**src/rtl/core/lkvc_pkg.sv**
```systemverilog
// ============================================================================
// lkvc_pkg
// Shared sizes, codes and bundle types of the LRU key/value cache.
// ============================================================================
`default_nettype none

package lkvc_pkg;

    localparam int ENTRIES  = 8;
    localparam int KEY_BITS = 64;

    // Widths of the item and result fields and of the capacity register.
    localparam int KEY_W   = 64;
    localparam int ADDR_W  = 32;
    localparam int CAP_W   = 4;

    // Widths derived from the entry count.
    localparam int RANK_W  = (ENTRIES > 1) ? $clog2(ENTRIES) : 1;
    localparam int CNT_W   = $clog2(ENTRIES + 1);

    localparam logic [CAP_W-1:0] CAP_RESET = CAP_W'(8);

    typedef enum logic
    {
        KIND_LOOKUP  = 1'b0,
        KIND_REFRESH = 1'b1
    } kind_t;

    typedef enum logic [1:0]
    {
        ST_IDLE,
        ST_MATCH,
        ST_UPDATE
    } state_t;

    typedef struct packed
    {
        kind_t              kind;
        logic [KEY_W-1:0]   key;
        logic               backing_found;
        logic [ADDR_W-1:0]  backing_address;
    } item_t;

    typedef struct packed
    {
        logic               removed;
        logic               evicted;
        logic [ADDR_W-1:0]  address;
        logic               address_valid;
        logic               hit;
    } result_t;

    // Commands from the controller to the datapath.
    typedef struct packed
    {
        logic load;
        logic match;
        logic update;
    } cmd_t;

endpackage

`default_nettype wire

```
**src/rtl/core/lru_key_value_cache.sv**
```systemverilog
// ============================================================================
// lru_key_value_cache
// Fully associative key/address cache with least-recently-used replacement.
// ============================================================================
//
//  port group      dir   word contents
//  s_axis_*        in    tuser: kind; tdata: key, backing_found, backing_address
//  m_axis_*        out   tdata: hit, address_valid, address, evicted, removed
//  APB             in    register 0: capacity
//
//  An item runs through the eight-way tag compare, then through the rank
//  and entry update. The next word is taken in the update cycle.
//  The result register lets one result wait while the next item is compared.
//  A stalled result holds the update, and with it the input side.
//  Reset clears all valid bits at once; no clearing pass is needed.
//
`default_nettype none

module lru_key_value_cache
(
    input  wire          clk,
    input  wire          rst_n,

    input  wire          s_axis_tvalid,
    output logic         s_axis_tready,
    input  wire [103:0]  s_axis_tdata,   // key[63:0], backing_found[64],
                                         // backing_address[96:65], zero pad
    input  wire          s_axis_tuser,   // kind

    output logic         m_axis_tvalid,
    input  wire          m_axis_tready,
    output logic [39:0]  m_axis_tdata,   // hit[0], address_valid[1], address[33:2],
                                         // evicted[34], removed[35], zero pad

    input  wire          psel,
    input  wire          penable,
    input  wire          pwrite,
    input  wire [2:0]    paddr,
    input  wire [31:0]   pwdata,
    output logic [31:0]  prdata,
    output logic         pready
);

    localparam logic [2:0] ADDR_CAPACITY = 3'd0;

    logic [lkvc_pkg::CAP_W-1:0] capacity_reg;
    lkvc_pkg::cmd_t             cmd;
    lkvc_pkg::item_t            item;
    lkvc_pkg::result_t          result;
    logic                       cfg_write;

    assign pready    = 1'b1;
    assign cfg_write = psel && penable && pwrite && pready;

    always_ff @(posedge clk or negedge rst_n)
    begin
        if (!rst_n)
        begin
            capacity_reg <= lkvc_pkg::CAP_RESET;
        end
        else if (cfg_write && (paddr == ADDR_CAPACITY))
        begin
            capacity_reg <= pwdata[lkvc_pkg::CAP_W-1:0];
        end
    end

    always_comb
    begin
        prdata = '0;
        if (paddr == ADDR_CAPACITY)
        begin
            prdata = 32'(capacity_reg);
        end
    end

    always_comb
    begin
        item.kind            = lkvc_pkg::kind_t'(s_axis_tuser);
        item.key             = s_axis_tdata[63:0];
        item.backing_found   = s_axis_tdata[64];
        item.backing_address = s_axis_tdata[96:65];
    end

    assign m_axis_tdata = {4'b0, result.removed, result.evicted, result.address,
                           result.address_valid, result.hit};

    lkvc_ctrl u_ctrl
    (
        .clk       (clk),
        .rst_n     (rst_n),
        .in_valid  (s_axis_tvalid),
        .in_ready  (s_axis_tready),
        .out_valid (m_axis_tvalid),
        .out_ready (m_axis_tready),
        .cmd       (cmd)
    );

    lkvc_dpath u_dpath
    (
        .clk      (clk),
        .rst_n    (rst_n),
        .cmd      (cmd),
        .item_in  (item),
        .capacity (capacity_reg),
        .result   (result)
    );

endmodule

`default_nettype wire

```
**src/rtl/core/lkvc_ctrl.sv**
```systemverilog
// ============================================================================
// lkvc_ctrl
// Sequencer: takes a word, runs the tag compare, then the table update,
// and keeps the result valid flag.
// ============================================================================
`default_nettype none

module lkvc_ctrl
(
    input  wire               clk,
    input  wire               rst_n,
    input  wire               in_valid,
    output logic              in_ready,
    output logic              out_valid,
    input  wire               out_ready,
    output lkvc_pkg::cmd_t    cmd
);

    lkvc_pkg::state_t state_reg;
    lkvc_pkg::state_t state_next;
    logic             out_valid_reg;
    logic             out_valid_next;
    logic             upd_go;
    logic             accept;

    // The update may only retire once the output register is free.
    assign upd_go = (state_reg == lkvc_pkg::ST_UPDATE) && (!out_valid_reg || out_ready);
    assign accept = in_valid && in_ready;

    always_comb
    begin
        state_next = state_reg;
        unique case (state_reg)
            lkvc_pkg::ST_IDLE:
            begin
                if (accept)
                begin
                    state_next = lkvc_pkg::ST_MATCH;
                end
            end
            lkvc_pkg::ST_MATCH:
            begin
                state_next = lkvc_pkg::ST_UPDATE;
            end
            lkvc_pkg::ST_UPDATE:
            begin
                if (upd_go)
                begin
                    state_next = accept ? lkvc_pkg::ST_MATCH : lkvc_pkg::ST_IDLE;
                end
            end
            default:
            begin
                state_next = lkvc_pkg::ST_IDLE;
            end
        endcase
    end

    always_comb
    begin
        in_ready   = 1'b0;
        cmd.match  = 1'b0;
        unique case (state_reg)
            lkvc_pkg::ST_IDLE:   in_ready  = 1'b1;
            lkvc_pkg::ST_MATCH:  cmd.match = 1'b1;
            lkvc_pkg::ST_UPDATE: in_ready  = upd_go;
            default:             in_ready  = 1'b0;
        endcase
        cmd.load   = in_valid && in_ready;
        cmd.update = upd_go;
    end

    always_comb
    begin
        out_valid_next = out_valid_reg;
        if (upd_go)
        begin
            out_valid_next = 1'b1;
        end
        else if (out_ready)
        begin
            out_valid_next = 1'b0;
        end
    end

    assign out_valid = out_valid_reg;

    always_ff @(posedge clk or negedge rst_n)
    begin
        if (!rst_n)
        begin
            state_reg     <= lkvc_pkg::ST_IDLE;
            out_valid_reg <= 1'b0;
        end
        else
        begin
            state_reg     <= state_next;
            out_valid_reg <= out_valid_next;
        end
    end

    // A held result is never overwritten by the next update.
    assert property (@(posedge clk) disable iff (!rst_n)
        (out_valid_reg && !out_ready) |-> !cmd.update)
        else $error("lkvc_ctrl: update while result is stalled");

    // Every compare is followed by the update state.
    assert property (@(posedge clk) disable iff (!rst_n)
        cmd.match |=> (state_reg == lkvc_pkg::ST_UPDATE))
        else $error("lkvc_ctrl: compare not followed by update");

    // No word is taken while a compare is in flight.
    assert property (@(posedge clk) disable iff (!rst_n)
        cmd.load |=> !cmd.load || $past(cmd.update))
        else $error("lkvc_ctrl: word accepted mid-item");

endmodule

`default_nettype wire

```
**src/rtl/core/lkvc_dpath.sv**
```systemverilog
// ============================================================================
// lkvc_dpath
// Entry table, parallel tag compare, recency rank update and result register.
// ============================================================================
`default_nettype none

module lkvc_dpath
(
    input  wire                            clk,
    input  wire                            rst_n,
    input  lkvc_pkg::cmd_t                 cmd,
    input  lkvc_pkg::item_t                item_in,
    input  wire [lkvc_pkg::CAP_W-1:0]      capacity,
    output lkvc_pkg::result_t              result
);

    localparam int N  = lkvc_pkg::ENTRIES;
    localparam int KB = lkvc_pkg::KEY_BITS;
    localparam int RW = lkvc_pkg::RANK_W;
    localparam int CW = lkvc_pkg::CNT_W;
    localparam int AW = lkvc_pkg::ADDR_W;

    lkvc_pkg::item_t    item_reg;

    logic [N-1:0]       valid_reg;
    logic [N-1:0]       valid_next;
    logic [KB-1:0]      key_reg   [N];
    logic [AW-1:0]      addr_reg  [N];
    logic [RW-1:0]      rank_reg  [N];
    logic [RW-1:0]      rank_next [N];
    logic [CW-1:0]      count_reg;
    logic [CW-1:0]      count_next;

    logic [N-1:0]       match_reg;
    logic [N-1:0]       match_next;
    logic [RW-1:0]      hit_rank_reg;
    logic [RW-1:0]      hit_rank_next;
    logic [AW-1:0]      hit_addr_reg;
    logic [AW-1:0]      hit_addr_next;

    lkvc_pkg::result_t  res_reg;
    lkvc_pkg::result_t  res_next;

    logic [31:0]        cap_wide;
    logic [CW-1:0]      eff_cap;
    logic [CW-1:0]      cap_m1;
    logic               full;
    logic               is_hit;
    logic               do_fill;
    logic               do_remove;
    logic [N-1:0]       evict_mask;
    logic [N-1:0]       kept;
    logic [N-1:0]       free_onehot;
    logic               free_found;

    // Parallel tag compare against every valid entry.
    always_comb
    begin
        hit_rank_next = '0;
        hit_addr_next = '0;
        for (int i = 0; i < N; i++)
        begin
            match_next[i] = valid_reg[i] && (key_reg[i] == item_reg.key[KB-1:0]);
            if (match_next[i])
            begin
                hit_rank_next = hit_rank_next | rank_reg[i];
                hit_addr_next = hit_addr_next | addr_reg[i];
            end
        end
    end

    // Capacity of zero acts as one, anything above the table size as the size.
    always_comb
    begin
        cap_wide = 32'(capacity);
        if (cap_wide == 32'd0)
        begin
            eff_cap = CW'(1);
        end
        else if (cap_wide > 32'(N))
        begin
            eff_cap = CW'(N);
        end
        else
        begin
            eff_cap = CW'(cap_wide);
        end
        cap_m1 = eff_cap - CW'(1);
    end

    assign is_hit    = |match_reg;
    assign do_fill   = (item_reg.kind == lkvc_pkg::KIND_LOOKUP) && !is_hit
                       && item_reg.backing_found;
    assign do_remove = (item_reg.kind == lkvc_pkg::KIND_REFRESH) && is_hit
                       && !item_reg.backing_found;
    assign full      = count_reg >= eff_cap;

    // When full, eviction drops every entry at or beyond the last allowed rank.
    always_comb
    begin
        for (int i = 0; i < N; i++)
        begin
            evict_mask[i] = full && valid_reg[i] && (CW'(rank_reg[i]) >= cap_m1);
        end
        kept = valid_reg & ~evict_mask;
    end

    // Lowest free slot after eviction.
    always_comb
    begin
        free_onehot = '0;
        free_found  = 1'b0;
        for (int i = 0; i < N; i++)
        begin
            if (!kept[i] && !free_found)
            begin
                free_onehot[i] = 1'b1;
                free_found     = 1'b1;
            end
        end
    end

    always_comb
    begin
        valid_next = valid_reg;
        for (int i = 0; i < N; i++)
        begin
            rank_next[i] = rank_reg[i];
        end
        if (item_reg.kind == lkvc_pkg::KIND_LOOKUP)
        begin
            if (is_hit)
            begin
                for (int i = 0; i < N; i++)
                begin
                    if (match_reg[i])
                    begin
                        rank_next[i] = '0;
                    end
                    else if (valid_reg[i] && (rank_reg[i] < hit_rank_reg))
                    begin
                        rank_next[i] = rank_reg[i] + RW'(1);
                    end
                end
            end
            else if (do_fill)
            begin
                valid_next = kept | free_onehot;
                for (int i = 0; i < N; i++)
                begin
                    if (free_onehot[i])
                    begin
                        rank_next[i] = '0;
                    end
                    else if (kept[i])
                    begin
                        rank_next[i] = rank_reg[i] + RW'(1);
                    end
                end
            end
        end
        else if (do_remove)
        begin
            valid_next = valid_reg & ~match_reg;
            for (int i = 0; i < N; i++)
            begin
                if (valid_next[i] && (rank_reg[i] > hit_rank_reg))
                begin
                    rank_next[i] = rank_reg[i] - RW'(1);
                end
            end
        end
        count_next = CW'($countones(valid_next));
    end

    always_comb
    begin
        res_next.hit     = is_hit;
        res_next.evicted = do_fill && (|evict_mask);
        res_next.removed = do_remove;
        if (item_reg.kind == lkvc_pkg::KIND_LOOKUP)
        begin
            res_next.address_valid = is_hit || item_reg.backing_found;
            res_next.address       = is_hit ? hit_addr_reg
                                   : (item_reg.backing_found ? item_reg.backing_address
                                                             : '0);
        end
        else
        begin
            res_next.address_valid = item_reg.backing_found;
            res_next.address       = item_reg.backing_found ? item_reg.backing_address
                                                            : '0;
        end
    end

    always_ff @(posedge clk or negedge rst_n)
    begin
        if (!rst_n)
        begin
            valid_reg <= '0;
            count_reg <= '0;
        end
        else if (cmd.update)
        begin
            valid_reg <= valid_next;
            count_reg <= count_next;
        end
    end

    always_ff @(posedge clk)
    begin
        if (cmd.load)
        begin
            item_reg <= item_in;
        end
        if (cmd.match)
        begin
            match_reg    <= match_next;
            hit_rank_reg <= hit_rank_next;
            hit_addr_reg <= hit_addr_next;
        end
        if (cmd.update)
        begin
            res_reg <= res_next;
            for (int i = 0; i < N; i++)
            begin
                rank_reg[i] <= rank_next[i];
                if (do_fill && free_onehot[i])
                begin
                    key_reg[i]  <= item_reg.key[KB-1:0];
                    addr_reg[i] <= item_reg.backing_address;
                end
                else if ((item_reg.kind == lkvc_pkg::KIND_REFRESH) && match_reg[i]
                         && item_reg.backing_found)
                begin
                    addr_reg[i] <= item_reg.backing_address;
                end
            end
        end
    end

    assign result = res_reg;

    // Keys are unique, so at most one entry matches.
    assert property (@(posedge clk) disable iff (!rst_n)
        cmd.update |-> $onehot0(match_reg))
        else $error("lkvc_dpath: multiple tag matches");

    // The fill level always tracks the valid bits.
    assert property (@(posedge clk) disable iff (!rst_n)
        32'(count_reg) == $countones(valid_reg))
        else $error("lkvc_dpath: entry count out of step");

    // A fill always lands in a free slot.
    assert property (@(posedge clk) disable iff (!rst_n)
        (cmd.update && do_fill) |-> free_found)
        else $error("lkvc_dpath: fill found no free slot");

endmodule

`default_nettype wire
```
**config.mk**
```make
export PLATFORM = sky130hd
export DESIGN_NAME = lru_key_value_cache
export DESIGN_NICKNAME = d
export VERILOG_FILES = /design/src/rtl/core/lkvc_pkg.sv /design/src/rtl/core/lru_key_value_cache.sv /design/src/rtl/core/lkvc_ctrl.sv /design/src/rtl/core/lkvc_dpath.sv
export SDC_FILE = /design/constraint.sdc
export NUM_CORES = 1
export LEC_CHECK = 0
export BUFFER_PORTS_ARGS = -buffer_cell sky130_fd_sc_hd__buf_2
export CORE_ASPECT_RATIO = 0.8
export CORE_UTILIZATION = 45
export DETAILED_ROUTE_END_ITERATION = 8
export GPL_ROUTABILITY_DRIVEN = 0
export GPL_TIMING_DRIVEN = 0
export SETUP_SLACK_MARGIN = 0.4
export SYNTH_ARGS = -nofsm -noshare
export SYNTH_HDL_FRONTEND = slang
export SYNTH_SLANG_ARGS = --single-unit
```
**constraint.sdc**
```tcl
create_clock -name clk -period 30.1 [get_ports clk]
set_clock_uncertainty 0.15 [all_clocks]
set_input_delay 4.515 -clock clk [delete_from_list [all_inputs] [get_ports clk]]
set_output_delay 4.515 -clock clk [all_outputs]
set_load 0.005 [all_outputs]
```
---- Word-level counts from Yosys, hierarchy flattened ----
Memories as Yosys holds them, arrays and structs flattened.
Index checks and enable logic that the tools add are counted.
cells by class
  bitwise operators ....................... 28
  multiplexer cells ....................... 178
  add/subtract/negate cells ............... 24
  reduce and logical (&&, ||, !) cells .... 113
  equal/unequal tests ..................... 12
  $lt $le $gt $ge ......................... 26
operators by type and width
  kind                 count
  $mux 32              18
  $eq 64x64->1         8
  $mux 64              7
  $reduce_or 64->1     7
  $or 32x32->32        7
  $mux 3               54
  $mux 24              4
  $mux 1               83
  $logic_and 1x1->1    81
  $mux 33              1
  $ge 3x4->1           8
  $mux 8               4
  $add 3x1->3 const B  8
  $gt 3x3->1           8
  $lt 3x3->1           8
  $sub 3x1->3 const B  8
  $or 3x3->3           7
  $and 8x8->8          2
  $logic_not 1->1      16
  $not 8->8            2
  $reduce_or 8->1      2
  $add 4x4->4          3
  $mux 4               3
  $add 1x1->2          4
  other kinds (18)     28
word-level totals
  memory bits (writable) .................. 792
  register bits after elaboration ......... 196
  memories kept ........................... 3
  output and inout bits ................... 75
  logic and storage cells ................. 401
memory list
  memory            words  bits a word  rd ports  clocked after memory_dff  write ports  RTL line          RTL
  u_dpath.key_reg   8      64           8         0                         1            lkvc_dpath.sv:27  logic [KB-1:0] key_reg [N];
  u_dpath.addr_reg  8      32           8         0                         8            lkvc_dpath.sv:28  logic [AW-1:0] addr_reg [N];
  u_dpath.rank_reg  8      3            8         0                         8            lkvc_dpath.sv:29  logic [RW-1:0] rank_reg [N];

---- Longest topological paths before layout ----
  depth after elaboration ................. 36
  mapped depth ............................ 21

---- Modules after synthesis ----
Synthesis repeated with hierarchy kept, for this count alone.
unflattened totals
  cells, all modules ...................... 2759
  area, all modules ....................... 41982.8 um2
by module, submodules not included
  module               seq. area each (um2)  area an instance (um2)  cells each  times used
  lkvc_dpath           29398.2               41368.4                 2693        1
  lru_key_value_cache  101.3                 452.9                   49          1
  lkvc_ctrl            75.1                  161.4                   17          1

---- Worst setup path before layout ----
Ideal clock, no wire load.
  path kind ............................... input -> register
  start ................................... in m_axis_tready
  end ..................................... mem u_dpath.key_reg[3][100] (netlist bit), enable pin
  setup time .............................. 643 ps
  stages on the path ...................... 8
  setup slack ............................. 17714 ps
  data arrival time ....................... 11592 ps
  buffers on the path ..................... 2
  cells stage by stage .................... nand2b_1 -> nand2b_1 -> clkbuf_1 -> inv_1 -> and2_1 -> clkbuf_1 -> nand2_1 -> nor4_1
between the ends
  word-level cells in the longest chain between the ends .. 12
  elaborated cells on any way between the ends .. 39
  those cells by class .................... mux: 30; reduce/logical: 9
ends and longest elaborated chain
  what                                                      RTL line                   RTL
  from (decl)                                               lru_key_value_cache.sv:31  input wire m_axis_tready,
  $logic_or 1x1->1 (*)                                      lkvc_ctrl.sv:27            assign upd_go = (state_reg == lkvc_pkg::ST_UPDATE) && (!out_valid_reg || out_ready);
  $logic_and 1x1->1 (*)                                     lkvc_ctrl.sv:27
  $mux 1                                                    lkvc_dpath.sv:222          if (cmd.update)
  $mux 1 (not written as such)                              lkvc_dpath.sv:230          key_reg[i] <= item_reg.key[KB-1:0];
  $reduce_or 64->1 (no line)                                -
  $mux 3 (no line) or $mux 1 (tied branches) (7 in series)  -
  to (decl)                                                 lkvc_dpath.sv:27
Mark *: on every way between the ends. The rest lies on a longest branch, timed or not.

---- Final worst setup path ----
  start ................................... in paddr[1]
  end ..................................... out prdata[2]
between the ends
  word-level cells in the longest chain between the ends .. 2
ends and longest elaborated chain
  what             RTL line                   RTL
  from (decl)      lru_key_value_cache.sv:38  input wire [2:0] paddr,
  $logic_not 3->1  lru_key_value_cache.sv:70  if (paddr == ADDR_CAPACITY)
  $mux 4           lru_key_value_cache.sv:70
  to (decl)        lru_key_value_cache.sv:40  output logic [31:0] prdata,
Every way passes these cells.

==> out/summary.txt <==
horizontal die dimension: 341 µm
Total Negative Setup Slacks: 0 ps
final routed wire length divided by cell count: 29.4 µm
worst vdd ir: 0.0464 mV
type of element launching the critical path: input port
highest metal layer used by the detailed router: met4
reg-to-reg setup timing slack: 23,090 ps
depth of the worst register-to-register path: 21
transition time at the pin with the least slew margin: 1410 ps
final period utilization: 33.1%
overall die area: 0.0933 mm²
initial drt markers: 3,955
count of input and output buffers: 153
initial standard-cell utilization of the core: 45.5%
number of flip-flops in the largest register: 512
setup violators final: 0
Fin. Hold Viols: 0
result of the run: finished clean
WS Path Type: in2out
area occupied by registers: 0.0296 mm²
sequential area share after synthesis: 71.4%
total met3 wirelength after detailed routing: 16,900 µm
area of combinational cells with multiple inputs: 0.0108 mm²
share of post-route cells with drive strength above 1: 16.6%
# IOs: 222
Std-Cell Rows: 99
number of antenna violations at the first check in global routing: 3
all-layer global routing usage: 27.1%
peak clock frequency supported by timing: 0.100 GHz
CTS H-tree depth: 3
class of the most critical hold timing path: reg2reg
Post-DP HPWL: 88,300 µm
setup repair bufs after CTS: 0
Static Leakage: 16.5 nW
Critical Path End Type: output pin
total internal power: 2.34 mW
Worst Hold Slack: 359 ps
Filler Cells Inserted: 7,494
hold-fix buffer count after cts: 0
total number of vias: 25,816
cell area after technology mapping: 0.0414 mm²
average footprint of a synthesized cell: 15.4 µm²
worst path setup slack after routing: 20,140 ps
cell count after synthesis: 2,699
number of synthesized register bits: 988
DRC Markers: 0
Distinct cells, synth: 71
Layout Area Growth over Synthesis: 15.9%
maximum root-to-sink buffer count: 3
vias per cell: 5.95
antenna viol nets, final: 0
FFs w/ async S/R, synth: 1.92%
Remaining Overflow, GRT: 0
vias in the first global route: 24,355
switching fraction of total power: 23.9%
routed wire length on met2: 53,800 µm
final period demand of the worst path: 9960 ps
Total Nets Final: 3,269
first-pass GRT wire length: 178,000 µm
total routed wirelength: 128,000 µm
unrepaired setup endpoints after global routing: no
primary flip-flop cell chosen by synthesis mapping: sky130_fd_sc_hd__edfxtp_1
pin count of the biggest net entering global routing: 54
portion of total power attributed to the clock network: 41.0%
worst-case headroom to the max-slew limit: 5.88%
most frequent cells in the layout: sky130_fd_sc_hd__edfxtp_1, sky130_fd_sc_hd__buf_2, sky130_fd_sc_hd__xnor2_1
first-pass iteration count of the detailed router: 8
Num Clock Sinks: 988
total net switching power: 0.736 mW
arrival time reported for the critical path endpoint: 5300 ps
cell chosen for the clock root: sky130_fd_sc_hd__clkbuf_16
detailed-route wire length on metal 1: 53,500 µm
floorplan core area: 0.0912 mm²
post-synthesis cell type with the largest combined area: sky130_fd_sc_hd__edfxtp_1
Setup Slack @ Placement: 20,110 ps
CP Max Fanout: 5
EDFF count, synth: 969
clock slew at the register clock pins of the worst setup and hold paths: 60 ps
TritonCTS clock tree: done
number of stages on the worst hold path: 2
biggest area contributors in the synthesized netlist: sky130_fd_sc_hd__edfxtp_1, sky130_fd_sc_hd__xnor2_1, sky130_fd_sc_hd__xor2_1
die extent in y: 273 µm
TritonCTS buffer count: 100
number of pins with negative max-slew slack in the final report: 0
share of the synthesized area in the top cell type: 70.2%
max-cap violation count: 0
insertion delay of the later-clocked pin in the worst-skew pair: 700 ps
sequential group share of total power: 51.8%
post-CTS resize count: 0
Yosys Warn Count: 0
Power Density: 64.1 mW/mm²
Worst EP required: 25,440 ps
leading cell type in the layout, fill and taps excluded: sky130_fd_sc_hd__edfxtp_1
share of power burned in combinational logic: 7.2%
-- cell usage after synthesis, drive strengths merged (5+ instances only) --
master and number:
o2111a 5, a21o 14, a31o 6, o2bb2ai 14, inv 115, a21oi 36, a222oi 49, nor3 21
nand3b 7, mux2 5, nor2b 50, and3 6, and2 11, o21ai 77, xor2 175, nand2 152
edfxtp 969, nor2 42, o31ai 9, nand2b 58, nand4 106, a22o 19, a31oi 5, a311oi 10
a22oi 45, a2111oi 15, o21a 11, a221oi 16, dfrtp 18, nor4 64, buf 117, a211oi 8
clkbuf 38, o2111ai 17, nand3 32, and4 5, ha 75, xnor2 202, o22ai 36
-- metal layers --
| layer | global-route usage [%] | vias up |
|---|---|---|
| li1 | - | 10968 |
| met3 | 7.89 | 221 |
| met5 | 0 | - |
| met2 | 38.6 | 1711 |
| met4 | 7.45 | 0 |
| met1 | 40.1 | 12916 |
-- power by group through the flow --
stage / logic, mW / clock network, mW / registers (mW)
global route: 0.238 / 1.33 / 1.59
floorplan: 0.130 / 0 / 1.59
detailed placement: 0.216 / 0 / 1.62
finish: 0.222 / 1.26 / 1.59
CTS: 0.217 / 1.28 / 1.59
global placement: 0.207 / 0 / 1.62
-- kinds of logic (layout without fill, tap and decap cells) --
family | count (synthesis) | count (layout) | synth area share, %
compound gates | 410 | 410 | 7.35
xor+xnor | 377 | 377 | 7.97
fa+ha+maj | 79 | 79 | 2.46
buf+inv | 273 | 670 | 3.15
flops | 988 | 988 | 71.4
mux | 6 | 6 | 0.160
other cells | 2 | 34 | 0.0181
simple gates | 564 | 564 | 7.54
-- path summary, 6_finish.rpt --
kind | start | to
worst max-delay path | paddr[1] | prdata[2]
worst min-delay path | u_dpath.count_reg[1]$_DFFE_PN0P_ | u_dpath.count_reg[1]$_DFFE_PN0P_
worst max register to register | capacity_reg[1]$_DFFE_PN0P_ | u_dpath.count_reg[2]$_DFFE_PN0P_
min in group asynchronous | rst_n | u_dpath.valid_reg[4]$_DFFE_PN0P_
worst min register to register | u_dpath.count_reg[1]$_DFFE_PN0P_ | u_dpath.count_reg[1]$_DFFE_PN0P_
max in group asynchronous | rst_n | capacity_reg[3]$_DFFE_PN1P_
-- per-stage QoR --
step	utilization (%)	cell area (µm²)	power, mW	cells
final	52.7	48000	3.08	4340
after global routing	52.7	48000	3.16	4339
after CTS	52.7	48000	3.09	4339
after detailed placement	49.0	44700	1.84	4153
after global placement	48.1	43800	1.83	4095
after floorplan	-	41600	1.72	2730
-- critical path, stage by stage --
cell	delay [ps]
sky130_fd_sc_hd__buf_2	100
sky130_fd_sc_hd__nor3_1	390
sky130_fd_sc_hd__and2_1	190
sky130_fd_sc_hd__buf_2	110
-- cell type report --
type	count	share of cell area, %
Timing Repair Buffer	211	3.13
Multi-Input combinational cell	1469	22.5
Clock inverter	67	1.49
Inverter	118	0.930
Tap cell	1212	3.16
Buffer	155	1.79
Antenna cell	1	0.00521
Sequential cell	988	61.6
Clock buffer	119	5.44
Power figures use the tool's default switching activity.
